$ cat config.mk
export PLATFORM = sky130hd
export DESIGN_NAME = rahm_match
export DESIGN_NICKNAME = d
export VERILOG_FILES = /design/src/rtl/rahm_pkg.sv /design/src/rtl/rahm_match.sv
export SDC_FILE = /design/constraint.sdc
export NUM_CORES = 1
export LEC_CHECK = 0
export BUFFER_PORTS_ARGS = -buffer_cell sky130_fd_sc_hd__buf_4
export CORE_MARGIN = 3
export CORE_UTILIZATION = 40
export DETAILED_ROUTE_END_ITERATION = 8
export GPL_ROUTABILITY_DRIVEN = 0
export PLACE_DENSITY = 0.63
export SYNTH_ARGS = -nofsm -noshare
export SYNTH_HDL_FRONTEND = slang
export SYNTH_SLANG_ARGS = --single-unit
$ cat constraint.sdc
create_clock -name vclk -period 5.2
set_clock_uncertainty 0.15 [all_clocks]
set_input_delay 0.52 -clock vclk [all_inputs]
set_output_delay 0.52 -clock vclk [all_outputs]
set_load 0.02 [all_outputs]
$ cat src/rtl/rahm_pkg.sv
`timescale 1ns / 1ps
package rahm_pkg;

	// Geometry
	localparam int REGIONS            = 4;
	localparam int ENTRIES_PER_REGION = 1024;
	localparam int TABLE_DEPTH        = REGIONS * ENTRIES_PER_REGION;
	localparam int ADDR_W             = (TABLE_DEPTH > 1) ? $clog2(TABLE_DEPTH) : 1;
	localparam int IDX_W              = $clog2(ENTRIES_PER_REGION);
	localparam int LIM_W              = IDX_W + 1;
	localparam int CAP_BYTES          = 4 * ENTRIES_PER_REGION;
	localparam int REG_W              = (REGIONS > 1) ? $clog2(REGIONS) : 1;

	// Field widths
	localparam int HANDLE_W = 32;
	localparam int BASE_W   = 32;
	localparam int SIZE_W   = 13;
	localparam int RUN_W    = 11;
	localparam int END_W    = ((IDX_W > RUN_W) ? IDX_W : RUN_W) + 1;

	// Configuration register map
	localparam int CFG_IDX_W  = 4;
	localparam int CFG_DATA_W = 32;
	localparam int CFG_BASE0  = 0;
	localparam int CFG_SIZE0  = 4;

	// Operation codes
	localparam logic OP_LOOKUP = 1'b0;
	localparam logic OP_FILL   = 1'b1;

	typedef enum logic [1:0] {
		ST_OK       = 2'd0,
		ST_NOREGION = 2'd1,
		ST_CLIPPED  = 2'd2
	} status_t;

	typedef enum logic [1:0] {
		S_CLEAR,
		S_IDLE,
		S_READ,
		S_FILL
	} state_t;

	typedef struct packed {
		logic              operation;
		logic [31:0]       address;
		logic [RUN_W-1:0]  run_length;
		logic [31:0]       new_handle;
	} req_t;

	typedef struct packed {
		logic [31:0] handle;
		status_t     status;
	} rsp_t;

	typedef struct packed {
		logic [REGIONS-1:0][BASE_W-1:0] base;
		logic [REGIONS-1:0][SIZE_W-1:0] size;
	} regions_t;

	typedef struct packed {
		logic              hit;
		logic [ADDR_W-1:0] origin;
		logic [IDX_W-1:0]  idx;
		logic [LIM_W-1:0]  limit;
	} match_t;

endpackage

$ cat src/rtl/rahm_match.sv
`timescale 1ns / 1ps
module rahm_match (
	input  logic [31:0]        address,
	input  rahm_pkg::regions_t regions,
	output rahm_pkg::match_t   match
);
	import rahm_pkg::*;

	// Lowest-numbered region wins: scan from the top so region 0 is applied last.
	always_comb begin
		logic [32:0] diff;
		logic [31:0] span;
		match = '0;
		diff  = '0;
		span  = '0;
		for (int r = REGIONS - 1; r >= 0; r--) begin
			span = (32'(regions.size[r]) > 32'(CAP_BYTES)) ? 32'(CAP_BYTES)
			                                               : 32'(regions.size[r]);
			diff = {1'b0, address} - {1'b0, regions.base[r]};
			if (!diff[32] && (diff[31:0] < span)) begin
				match.hit    = 1'b1;
				match.origin = ADDR_W'(r * ENTRIES_PER_REGION);
				match.idx    = diff[IDX_W+1:2];
				match.limit  = LIM_W'((span + 32'd3) >> 2);
			end
		end
	end

endmodule

# Yosys cells after proc, flatten, opt, wreduce, memory -nomap -nowiden
# Index checks and enable logic that the tools add are counted.
word_totals:
  register_bits: 0
  latchBits: 0
  ram_bits: 0
  rom_bits: 0
  in_bits: 212
  out_inout_bits: 34
  wordCells: 32
  n_memories: 0
op_classes:
  n_addsub: 8
  mul: 0
  n_div: 0
  magnitude_cmp: 8
  n_eq_ne: 0
  shifts: 0
  mux: 8
  bitwise: 0
  n_reduce_logical: 8
op_table:
  columns: ["operator", "count"]
  rows:
  - ["$mux 34", 4]
  - ["$sub 32x32->33", 4]
  - ["$lt 32x13->1", 4]
  - ["$add 13x2->13 const B", 4]
  - ["$gt 13x13->1 const B", 4]
  - ["$mux 13", 4]
  - ["$logic_and 1x1->1", 4]
  - ["$logic_not 1->1", 4]

# Depth between registers and ports, before layout
depth:
  ltp_word: 8
  depth_mapped: 25
  ltp_nobuf: 23

# Least setup slack after synthesis
# No wires, ideal clock.
synth_timing:
  path_kind: "input to output"
  startpoint: "input port address[0]"
  endpoint: "output port match[9] in the netlist's numbering"
  t_arrival_ps: 5251
  required_ps: 4530
  path_slack_ps: -721
  cell_stages: 23
  path_buffers: 1
  cell_sequence: "inv_1 ha_1 inv_1 fa_1 a21o_1 a311o_1 nand2b_1 nand2b_1 a21oi_1 xnor2_1 ha_1 nand4_1 a2111oi_0 o41ai_1 nand4_1 or4_1 nor4_1 nand4_1 nor4_4 or2_1 buf_4 a221oi_1 a211oi_1"
synth_lines:
  columns: ["element", "line_no", "rtl"]
  rows:
  - ["start: declaration", "rahm_match.sv:3", "input logic [31:0] address,"]
  - ["end: declaration", "rahm_match.sv:5", "output rahm_pkg::match_t match"]

==> flow_metrics.py <==
metrics = {
    "run_status": {
        "status": "complete, but fails checks",
        "violations": "setup timing",
    },
    "logic_synthesis": {
        "syn_avg_cell_area_um2": 6.46,
        "yosysMostFrequentCell": "nand2_1",
        "synth_top_area_cell": "ha_1",
        "synthesis.instances": 1692,
        "synth_cell_types": 78,
        "synth_commonest_cells": "nand2_1 (195), a21oi_1 (186), ha_1 (176)",
        "synth_area_um2": 10900,
        "yosysTopAreaCellShare": 0.201,
        "yosys_warnings": 0,
        "ys_top_cells_by_area": "ha_1 (20%), a21oi_1 (8.5%), nand2_1 (6.7%)",
        "ys_seq_area_frac": 0,
    },
    "critical_path": {
        "cp_top_family": "compound AO/OA/AOI/OAI gates",
        "critPathMaxFanout": 5,
        "crit_type": "in -> out",
        "cp.buffers_inverters": 7,
        "crit_slowest_cell": "or4_4",
        "cp-start-kind": "input port",
        "critPathMaxStageDelay_ps": 450,
        "critPathArrivalTime_ps": 5450,
        "end_kind": "primary output",
        "cp.required_ps": 4530,
        "crit_top_cell": "buf_4",
        "startpoint": "address[4]",
    },
    "routing": {
        "viasPerCell": 5.95,
        "drtAntennaViolNets": 0,
        "routedWlPerCell_um": 18.9,
        "drt_iter0_drc": 1336,
        "drcViolationCount": 0,
        "drt-total-wl_um": 47900,
        "firstDrtPassIters": 7,
        "via_count": 15084,
    },
    "sta": {
        "finalCritPeriodShare": 1.18,
        "rsz0062_at_grt": "yes",
        "max_slew_margin": 0.581,
        "fin_setup_tns_ps": -20370,
        "fin_ws_ps": -923,
        "tightest_slew_ps": 612,
        "setup_viol": 24,
        "hold_viol": 0,
        "slew_viol_final": 0,
        "max_freq_ghz": 0.163,
        "layout_min_cycle_time_ps": 6120,
        "hold_slack_ps": 1380,
    },
    "power_and_ir_drop": {
        "power.total_mw": 1.99,
        "netSwitchingFraction": 0.534,
        "clkPwrFrac": 0,
        "p_sw_mw": 1.06,
        "p_per_area_nw_per_um2": 122,
        "comb_power_share": 1.000,
        "pwr-share-seq": 0,
        "peakVddDrop_uv": 49.6,
        "p_leak_nw": 7.79,
        "internal_power_mw": 0.925,
    },
    "final_layout": {
        "diodes": 0,
        "seqCellArea_um2": 0,
        "final_util": 0.617,
        "fin_nets": 2595,
        "area_growth_pct": 49.2,
        "multiInputGateArea_um2": 10600,
        "nClkBuffers": 0,
        "fin_area_um2": 16300,
        "instances_no_fill": 2536,
        "final_layout_size_suffix_gt1_frac": 0.315,
        "fillers": 2480,
        "nFlopsAndLatches": 0,
    },
    "placed_design": {
        "dpl-instance-area_um2": 15400,
        "io_buffers": 236,
        "dp.cells": 2504,
        "post-place-ws_ps": -1030,
        "dp_hpwl_um": 39900,
    },
    "global_route": {
        "grtUsageTotal": 0.304,
        "grt_pass1_wl_um": 72700,
        "antenna_found_initial": 1,
        "grt_max_degree": 16,
        "grt_pass1_vias": 14307,
        "overflow": 0,
    },
    "floorplan": {
        "initial_utilization": 0.414,
        "die_y_um": 171,
        "ioPinCount": 246,
        "fp.dieArea_um2": 29400,
        "rows": 59,
        "die_x_um": 171,
        "core-area_um2": 26400,
    },
    "flow_run": {
        "cap_violations": 0,
    },
    "hold_path": {
        "hp-class": "in -> out",
        "hp-start": "regions[8]",
    },
    "clock_tree": {
        "cts_hold_buf": 0,
    },
}
-- path summary, 6_finish.rpt --
kind	end	slack (ps)	cells past startpoint
worst max-delay path	match[15]	-920	26
worst min-delay path	match[6]	1380	5
-- area by class of cell --
cell class / count / share of cell area
timing repair buffer: 576 / 0.282
tap: 335 / 0.0257
inverter: 173 / 0.0410
multi-input combinational: 1452 / 0.652
-- cell usage in the layout, fill, tap and decap left out, types with 35 or more instances in the layout --
cell type  Yosys  layout
buf_4         14     535
nand2_1      195     185
ha_1         176     171
inv_1        170     167
a21oi_1      186     167
nor2_1        91      89
o21ai_0       85      78
xnor2_1       71      68
nand4_1       54      54
nand3_1       52      49
a21o_1        43      43
nor3_1        43      40
o21a_1        35      35
-- power by group through the flow --
stage          Sequential [mW]  Combinational [mW]  Clock [mW]
3_3_place_gp                 0                1.83           0
3_5_place_dp                 0                1.85           0
4_1_cts                      0                1.92           0
6_report                     0                1.99           0
2_1_floorplan                0                1.05           0
5_1_grt                      0                2.16           0
-- routing by layer --
layer | track usage | wire length (um) | vias to the layer above
li1 | - | - | 7281
met1 | 0.415 | 20700 | 6793
met2 | 0.476 | 20200 | 845
met3 | 0.0296 | 3810 | 163
met4 | 0.159 | 3150 | 2
met5 | 0 | 11 | -
-- worst min-delay path: stages --
cell and delay [ps]:
buf_4 110, xnor2_1 80, nand3_2 90, o31ai_4 70, buf_6 130
-- logic make-up (layout without fill, tap and decap cells) --
kind of cell / after synthesis / count (layout) / synth area share
XOR/XNOR: 104 / 104 / 0.0833
AND/OR/NAND/NOR: 571 / 571 / 0.258
multiplexers: 20 / 20 / 0.0186
buffers and inverters: 249 / 749 / 0.0926
AO/OA/AOI/OAI: 567 / 567 / 0.338
adder cells (fa/ha/maj): 180 / 180 / 0.209
other: 1 / 10 / 0.000343
-- what timing repair did --
| action | 4_1_cts | 5_1_grt |
|---|---|---|
| buffers inserted | 29 | 3 |
| pin swaps | 27 | 8 |
| cloned | 3 | 0 |
| resized for setup | 101 | 26 |
| setup endpoints to repair | 24 | 24 |
Power figures use the tool's default switching activity.
